==> src/hdl/pet_pkg.sv <==
// ---------------------------------------------------------------------------
// Path expression tokenizer package
// Token kinds, error codes, index codes, character constants, the flag state
// type and the result item type shared by the tokenizer top level and its step logic.
// ---------------------------------------------------------------------------
`default_nettype none

package pet_pkg;

   // Token kinds reported with each result
   localparam logic [1:0] KIND_NONE  = 2'd0;
   localparam logic [1:0] KIND_FIELD = 2'd1;
   localparam logic [1:0] KIND_INT   = 2'd2;
   localparam logic [1:0] KIND_STR   = 2'd3;

   // Error codes
   localparam logic [2:0] ERR_NONE       = 3'd0;
   localparam logic [2:0] ERR_CHAR       = 3'd1;
   localparam logic [2:0] ERR_DOT        = 3'd2;
   localparam logic [2:0] ERR_OPEN       = 3'd3;
   localparam logic [2:0] ERR_CLOSE      = 3'd4;
   localparam logic [2:0] ERR_NUMBER     = 3'd5;
   localparam logic [2:0] ERR_COMPLETION = 3'd6;

   // Index classification codes
   localparam logic [1:0] IDX_EMPTY = 2'd0;
   localparam logic [1:0] IDX_NUM   = 2'd1;
   localparam logic [1:0] IDX_STR   = 2'd2;
   localparam logic [1:0] IDX_BAD   = 2'd3;

   // Path punctuation
   localparam logic [7:0] CH_LBRACK = 8'h5B;
   localparam logic [7:0] CH_RBRACK = 8'h5D;
   localparam logic [7:0] CH_DOT    = 8'h2E;
   localparam logic [7:0] CH_MINUS  = 8'h2D;
   localparam logic [7:0] CH_UNDER  = 8'h5F;

   // Flag state of the tokenizer (the token length travels beside it)
   typedef struct packed {
      logic       inside_brackets;
      logic       just_ended_field;
      logic       just_ended_index;
      logic       at_path_start;
      logic       previous_was_dot;
      logic [1:0] index_numeric_so_far;
      logic [2:0] held_error;
   } flags_type;

   localparam flags_type FLAGS_RESET = '{
      inside_brackets:      1'b0,
      just_ended_field:     1'b0,
      just_ended_index:     1'b0,
      at_path_start:        1'b1,
      previous_was_dot:     1'b0,
      index_numeric_so_far: IDX_EMPTY,
      held_error:           ERR_NONE
   };

   // One result item
   typedef struct packed {
      logic [1:0] token_kind;
      logic [7:0] token_length;
      logic [2:0] error_code;
      logic       path_end;
   } result_type;

endpackage

`default_nettype wire

==> src/hdl/pet_step.sv <==
// ---------------------------------------------------------------------------
// Path expression tokenizer step logic
// Combinational update for one character: classifies it, advances the flag
// state and token length, and forms the result item.
// ---------------------------------------------------------------------------
`default_nettype none

module pet_step
   import pet_pkg::*;
#(
   parameter int MAX_TOKEN_LEN = 255,
   parameter int LEN_WIDTH     = 8
) (
   input  wire logic [7:0]           ch,
   input  wire logic                 last,
   input  wire flags_type            flags,
   input  wire logic [LEN_WIDTH-1:0] cur_len,
   output flags_type                 flags_next,
   output logic [LEN_WIDTH-1:0]      cur_len_next,
   output result_type                result
);

   localparam logic [LEN_WIDTH-1:0] LEN_MAX = LEN_WIDTH'(MAX_TOKEN_LEN);
   localparam logic [LEN_WIDTH-1:0] LEN_ZERO = '0;

   logic                 is_digit;
   logic                 is_word;
   logic [1:0]           kind;
   logic [LEN_WIDTH-1:0] len;
   logic [2:0]           err;
   logic [15:0]          len_wide;
   flags_type            f;
   logic [LEN_WIDTH-1:0] n;

   // Character classes
   assign is_digit = (ch >= 8'h30) && (ch <= 8'h39);
   assign is_word  = is_digit || ((ch >= 8'h41) && (ch <= 8'h5A))
                     || ((ch >= 8'h61) && (ch <= 8'h7A))
                     || (ch == CH_UNDER) || (ch == CH_MINUS);

   // Character handling and end-of-path check
   always_comb begin
      f    = flags;
      n    = cur_len;
      kind = KIND_NONE;
      len  = LEN_ZERO;
      err  = flags.held_error;
      if (flags.held_error == ERR_NONE) begin
         if (!is_word && (ch != CH_LBRACK) && (ch != CH_RBRACK) && (ch != CH_DOT)) begin
            err = ERR_CHAR;
         end else if (ch == CH_DOT) begin
            if (flags.inside_brackets) begin
               err = ERR_DOT;
            end else if (cur_len != LEN_ZERO) begin
               if (flags.just_ended_index) begin
                  err = ERR_DOT;
               end else begin
                  kind = KIND_FIELD;
                  len  = cur_len;
               end
            end else if (!flags.just_ended_index || flags.at_path_start
                         || flags.previous_was_dot) begin
               err = ERR_DOT;
            end
            f.just_ended_field = 1'b1;
            f.just_ended_index = 1'b0;
            n = LEN_ZERO;
         end else if (ch == CH_LBRACK) begin
            if (flags.inside_brackets || flags.just_ended_field) begin
               err = ERR_OPEN;
            end else begin
               kind = KIND_FIELD;
               len  = cur_len;
               f.inside_brackets      = 1'b1;
               n                      = LEN_ZERO;
               f.index_numeric_so_far = IDX_EMPTY;
            end
         end else if (ch == CH_RBRACK) begin
            if (!flags.inside_brackets || flags.just_ended_field || (cur_len == LEN_ZERO)) begin
               err = ERR_CLOSE;
            end else if (flags.index_numeric_so_far == IDX_BAD) begin
               err = ERR_NUMBER;
            end else begin
               kind = (flags.index_numeric_so_far == IDX_NUM) ? KIND_INT : KIND_STR;
               len  = cur_len;
               f.inside_brackets  = 1'b0;
               n                  = LEN_ZERO;
               f.just_ended_index = 1'b1;
            end
         end else begin
            f.just_ended_field = 1'b0;
            if (flags.inside_brackets) begin
               if (cur_len == LEN_ZERO) begin
                  f.index_numeric_so_far = (is_digit || (ch == CH_MINUS)) ? IDX_NUM : IDX_STR;
               end else if ((flags.index_numeric_so_far == IDX_NUM) && !is_digit) begin
                  f.index_numeric_so_far = IDX_BAD;
               end
            end
            if (cur_len < LEN_MAX) begin
               n = cur_len + 1'b1;
            end
         end
         f.previous_was_dot = (ch == CH_DOT);
         f.at_path_start    = 1'b0;

         // The last character closes the path and emits a pending field
         if ((err == ERR_NONE) && last) begin
            if (f.just_ended_field || f.inside_brackets) begin
               err = ERR_COMPLETION;
            end else if (n != LEN_ZERO) begin
               kind = KIND_FIELD;
               len  = n;
            end
         end
         f.held_error = err;
      end

      // An error result carries no token
      if (err != ERR_NONE) begin
         kind = KIND_NONE;
         len  = LEN_ZERO;
      end

      // The end of a path returns everything to the reset state
      if (last) begin
         f = FLAGS_RESET;
         n = LEN_ZERO;
      end
   end

   // Reported length saturates at the width of the length field
   assign len_wide = 16'(len);

   assign flags_next          = f;
   assign cur_len_next        = n;
   assign result.token_kind   = kind;
   assign result.token_length = (len_wide > 16'd255) ? 8'hFF : len_wide[7:0];
   assign result.error_code   = err;
   assign result.path_end     = last;

endmodule

`default_nettype wire

==> src/hdl/path_expression_tokenizer.sv <==
// ---------------------------------------------------------------------------
// Path expression tokenizer
// Checks a document path one character per transfer and reports each
// completed token (field name, integer index, string index) or an error.
// ---------------------------------------------------------------------------
// Usage:
//   The req_ channel carries one path character per transfer in
//   req_tdata[7:0]; req_tlast marks the final character of the path.
//   Every accepted character gives exactly one transfer on the rsp_
//   channel, in order: token kind, token length and error code in
//   rsp_tdata, with rsp_tlast copying the path end flag.
//   The result of an accepted character is registered and offered on
//   rsp_ in the cycle after it is accepted. Throughput is one character
//   per cycle while the receiver keeps rsp_tready high, set by the single
//   result register behind the per-character flag logic.
//   When the receiver stalls, the result register holds its item and
//   req_tready falls until that result is taken; nothing is lost.
//   Reset clears the tokenizer state to the start of a path and empties
//   the result register. Errors are held until the last character of the
//   path, after which the state starts afresh.
// ---------------------------------------------------------------------------
`default_nettype none

module path_expression_tokenizer
   import pet_pkg::*;
#(
   parameter int MAX_TOKEN_LEN = 255
) (
   input  wire logic        clock,
   input  wire logic        reset,
   input  wire logic        req_tvalid,
   output logic             req_tready,
   input  wire logic [7:0]  req_tdata,   // [7:0] ch
   input  wire logic        req_tlast,
   output logic             rsp_tvalid,
   input  wire logic        rsp_tready,
   output logic [15:0]      rsp_tdata,   // [1:0] token_kind, [9:2] token_length,
                                         // [12:10] error_code, [15:13] zero
   output logic             rsp_tlast
);

   localparam int LEN_WIDTH = $clog2(MAX_TOKEN_LEN + 1);

   flags_type            flags_ff, flags_in;
   logic [LEN_WIDTH-1:0] len_ff, len_in;
   result_type           result_ff, result_in;
   logic                 valid_ff, valid_in;
   logic                 req_fire;

   // A new character enters whenever the result register is free or draining
   assign req_tready = !valid_ff || rsp_tready;
   assign req_fire   = req_tvalid && req_tready;

   pet_step #(
      .MAX_TOKEN_LEN (MAX_TOKEN_LEN),
      .LEN_WIDTH     (LEN_WIDTH)
   ) u_step (
      .ch           (req_tdata),
      .last         (req_tlast),
      .flags        (flags_ff),
      .cur_len      (len_ff),
      .flags_next   (flags_in),
      .cur_len_next (len_in),
      .result       (result_in)
   );

   // Result register valid flag
   always_comb begin
      valid_in = valid_ff;
      if (req_fire) begin
         valid_in = 1'b1;
      end else if (rsp_tready) begin
         valid_in = 1'b0;
      end
   end

   // Tokenizer state and result register
   always_ff @(posedge clock) begin
      if (reset) begin
         flags_ff <= FLAGS_RESET;
         len_ff   <= '0;
         valid_ff <= 1'b0;
      end else begin
         valid_ff <= valid_in;
         if (req_fire) begin
            flags_ff <= flags_in;
            len_ff   <= len_in;
         end
      end
   end

   always_ff @(posedge clock) begin
      if (req_fire) begin
         result_ff <= result_in;
      end
   end

   assign rsp_tvalid = valid_ff;
   assign rsp_tdata  = {3'b000, result_ff.error_code, result_ff.token_length,
                        result_ff.token_kind};
   assign rsp_tlast  = result_ff.path_end;

   // An error result never carries a token
   a_error_no_token: assert property (@(posedge clock) disable iff (reset)
      (valid_ff && (result_ff.error_code != ERR_NONE))
      |-> ((result_ff.token_kind == KIND_NONE) && (result_ff.token_length == 8'd0)))
      else $error("error result carries a token");

   // No token kind means no length
   a_none_zero_len: assert property (@(posedge clock) disable iff (reset)
      (valid_ff && (result_ff.token_kind == KIND_NONE)) |-> (result_ff.token_length == 8'd0))
      else $error("length reported without a token");

   // The last character of a path returns the state to the start of a path
   a_last_clears: assert property (@(posedge clock) disable iff (reset)
      (req_fire && req_tlast)
      |=> ((flags_ff == FLAGS_RESET) && (len_ff == '0) && result_ff.path_end))
      else $error("state not cleared after the end of a path");

   // Input is held off only while a finished result waits
   a_ready_stall: assert property (@(posedge clock) disable iff (reset)
      !req_tready |-> (valid_ff && !rsp_tready))
      else $error("input stalled without a waiting result");

endmodule

`default_nettype wire
==> config.mk <==
export PLATFORM = sky130hd
export DESIGN_NAME = path_expression_tokenizer
export DESIGN_NICKNAME = d
export VERILOG_FILES = /design/src/hdl/pet_pkg.sv /design/src/hdl/pet_step.sv /design/src/hdl/path_expression_tokenizer.sv
export SDC_FILE = /design/constraint.sdc
export NUM_CORES = 1
export LEC_CHECK = 0
export ABC_AREA = 1
export BUFFER_PORTS_ARGS = -buffer_cell sky130_fd_sc_hd__buf_2
export CORE_MARGIN = 10
export CORE_UTILIZATION = 54
export CTS_BUF_LIST = sky130_fd_sc_hd__clkbuf_8
export DETAILED_ROUTE_END_ITERATION = 16
export GPL_ROUTABILITY_DRIVEN = 1
export PLACE_DENSITY = 0.75
export SYNTH_ARGS = -nofsm -noshare
export SYNTH_HDL_FRONTEND = slang
export SYNTH_SLANG_ARGS = --single-unit
==> constraint.sdc <==
create_clock -name clock -period 3.35 [get_ports clock]
set_input_delay 1.005 -clock clock [delete_from_list [all_inputs] [get_ports clock]]
set_output_delay 1.005 -clock clock [all_outputs]
set_load 0.03 [all_outputs]
==> metrics <==
global-route wire length before repair between 10000 and 15000 µm; First-pass DRT Iterations 5; Slew @ Worst Pin 0.570 ns; Yosys top cell area share 0.159; total gr overflow 0; Layout Skew 0.00841 ns; # Post-CTS Setup Buffers 0; Inserted Diodes 0; post-route ant nets 0; number of core rows 25; Critical Path RT 3.41 ns; Avg Inst Size Synth 6.60 µm²; clock buffer depth 2; Num CTS Buffers 5; sequential cell area 801 µm²; CTS tree done; Hold Path Class register to register; CTS root buf clkbuf_8; total core area between 4000 and 5000 µm²; normalized max-slew margin 0.620; multi-input logic area 1560 µm²; Vias 2793; I/O Buffers 28; die area 8100 µm²; Max Slew Vio Count 0; Comb power frac 0.183; ratio of final minimum period to clock period 0.865; Distinct cells, synth 40; Pwr Density 302 nW/µm²; Reg clk slew, reported paths 0.07 ns; maximum clock frequency 345 MHz; CTS sink count 33; hold wc startpoint flags_ff[6]; Crit Path Max Fanout 9; die height 90.0 µm; average wire per standard cell 14.7 µm; Post-Syn Area 2650 µm²; DRC viols 0; final WL 7400 µm; Synth warnings 0; largest net degree at the start of global routing 15; clock power share 0.320; Max Cap Viol 0; Synth Flop Type dfxtp_1; sw frac 0.309; Pleak 1.48 nW; DIE WIDTH 90.0 µm; Final Setup Violations 0; P&R area growth vs syn 11.4%; WS Path Type input pin to register; origin of the critical flop-to-flop path len_ff[0]; Top-Level Pins 32; outcome finished clean; nets 450; Yosys reg bits 33; Post-synth EDFFs 14; layout cells sized above 1 0.188; synth top area cells edfxtp_1 (16%), nand2_1 (16%), dfxtp_1 (14%), inv_1 (6.7%), nor2_1 (6.7%); Flop pwr share 0.497; htree depth 2; leading area contributor after synthesis edfxtp_1; drt initial violations 256; RSZ-0062 raised after global routing no; GP Congestion between 0.8 and 0.9; CP startpoint req_tdata[1]; Starting Density 0.560; hpwl dp approximately 5800 µm; post-CTS resize count 0; Arr. time, crit path a little under 3 ns; setup slack at placement 0.170 ns; Final Hold Vio Count 0; final setup TNS 0 ns; Int Pwr 615 µW; critical path capture point type register; hold_buf cts 0; Min Clock Period, post-route 2.90 ns; filler instances 443; asr flop ratio synth 0; post-DR vias/cell between 5 and 6; VDD IR max approximately 0.00022 V; NetSw roughly 270 µW; Worst setup SP type input pin; initial antenna violation count 0; sequential share of the synthesized area 0.303; Tot GR Track Use 0.175; vias in the first global route 2488; worst skew pair latency ~0.30 ns; Post-Syn Instances 401; final worst slack 0.453 ns
[layout by cell type (no fill, tap or decap), types with 3 or more instances in the layout]
cell / count
inv_2: 11
nor2_1: 47
conb_1: 3
nand2_1: 112
nor3_1: 5
nand3b_1: 3
a21oi_1: 13
buf_4: 7
nand3_1: 29
inv_1: 49
edfxtp_1: 14
nand3_2: 3
buf_2: 28
clkbuf_8: 5
nand4_1: 11
a32o_1: 4
nand2_4: 4
o32ai_1: 8
nor2_2: 4
dfxtp_1: 19
nand3_4: 3
nand2_2: 9
nor3b_2: 4
o21ai_0: 19
a31oi_1: 3
[final timing paths]
path                                      to  slack (ns)  cells past startpoint
worst max-delay path            rsp_tdata[0]        0.45                     19
worst min-delay path             flags_ff[6]        0.47                      2
worst max register to register  rsp_tdata[0]        0.50                     18
worst min register to register   flags_ff[6]        0.47                      2
[flip-flops by register name (all words and copies together), names as in the netlist]
signal / flops
rsp_tdata: 13
flags_ff: 10
len_ff: 8
rsp_tlast: 1
rsp_tvalid: 1
[synth_stat cells, types with 4 or more instances]
master    count
o32ai_1       8
dfxtp_1      19
inv_2        11
nand3_1      29
nand4_1      11
buf_2         5
o21ai_0      19
inv_1        47
a21oi_1      13
nor3b_2       4
nand2_1     112
nand2_2       9
edfxtp_1     14
nand2_4       4
a32o_1        4
nor3_1        5
nor2_2        4
nor2_1       47
[metrics by stage]
step,total power [mW],instances,util,cell area (µm²),hold WS (ns)
after floorplan,0.567,403,-,2650,0.427
after global placement,0.609,495,0.607,2870,0.456
after detailed placement,0.612,495,0.607,2870,0.462
after CTS,0.889,503,0.624,2950,0.475
after global routing,0.927,503,0.624,2950,0.513
final,0.889,503,0.624,2950,0.469
[cells by family (layout without fill, tap and decap cells)]
| logic type | after synthesis | after routing | share of synthesized area |
|---|---|---|---|
| AND/OR/NAND/NOR | 238 | 238 | 0.440 |
| buffers and inverters | 70 | 103 | 0.109 |
| AO/OA/AOI/OAI | 56 | 56 | 0.133 |
| flip-flops | 33 | 33 | 0.303 |
| adder cells (fa/ha/maj) | 2 | 2 | 0.00946 |
| other | 1 | 3 | 0.00142 |
| XOR/XNOR | 1 | 1 | 0.00331 |
[per-layer routing]
layer | vias to the layer above | share of wire | global-route usage
met4 | 0 | 0.025 | 0.0676
li1 | 1395 | - | -
met1 | 1263 | 0.43 | 0.218
met3 | 16 | 0.073 | 0.0382
met5 | - | 0 | 0
met2 | 119 | 0.47 | 0.286
[power by group through the flow]
| stage | sequential [mW] | clock [mW] | combinational [mW] |
|---|---|---|---|
| final | 0.442 | 0.285 | 0.163 |
| after global routing | 0.444 | 0.305 | 0.179 |
| after CTS | 0.442 | 0.285 | 0.161 |
| after detailed placement | 0.451 | 0 | 0.161 |
| after global placement | 0.450 | 0 | 0.159 |
| after floorplan | 0.469 | 0 | 0.0979 |
[cell type report]
type                    instances  area share
multi-input cells             300       0.530
well taps                      67      0.0285
flip-flops and latches         33       0.272
clock buffers                   5      0.0234
clock inverters                 3     0.00382
repair buffers                 35      0.0654
inverters                      60      0.0769
[worst max-delay path, cell delays in order]
cell	delay [ns]
buf_2	0.12
inv_2	0.06
nand2_1	0.04
nor2_1	0.22
nand2_4	0.14
clkinv_2	0.13
nand3_4	0.15
nand2_1	0.10
nand2_1	0.05
nand2_1	0.07
nand2_1	0.07
a21oi_1	0.26
nand2_1	0.12
nor2_1	0.10
nand2_1	0.09
nand2_1	0.07
nand2_1	0.05
nand2_1	0.07
inv_1	0.03
Power figures use the tool's default switching activity.
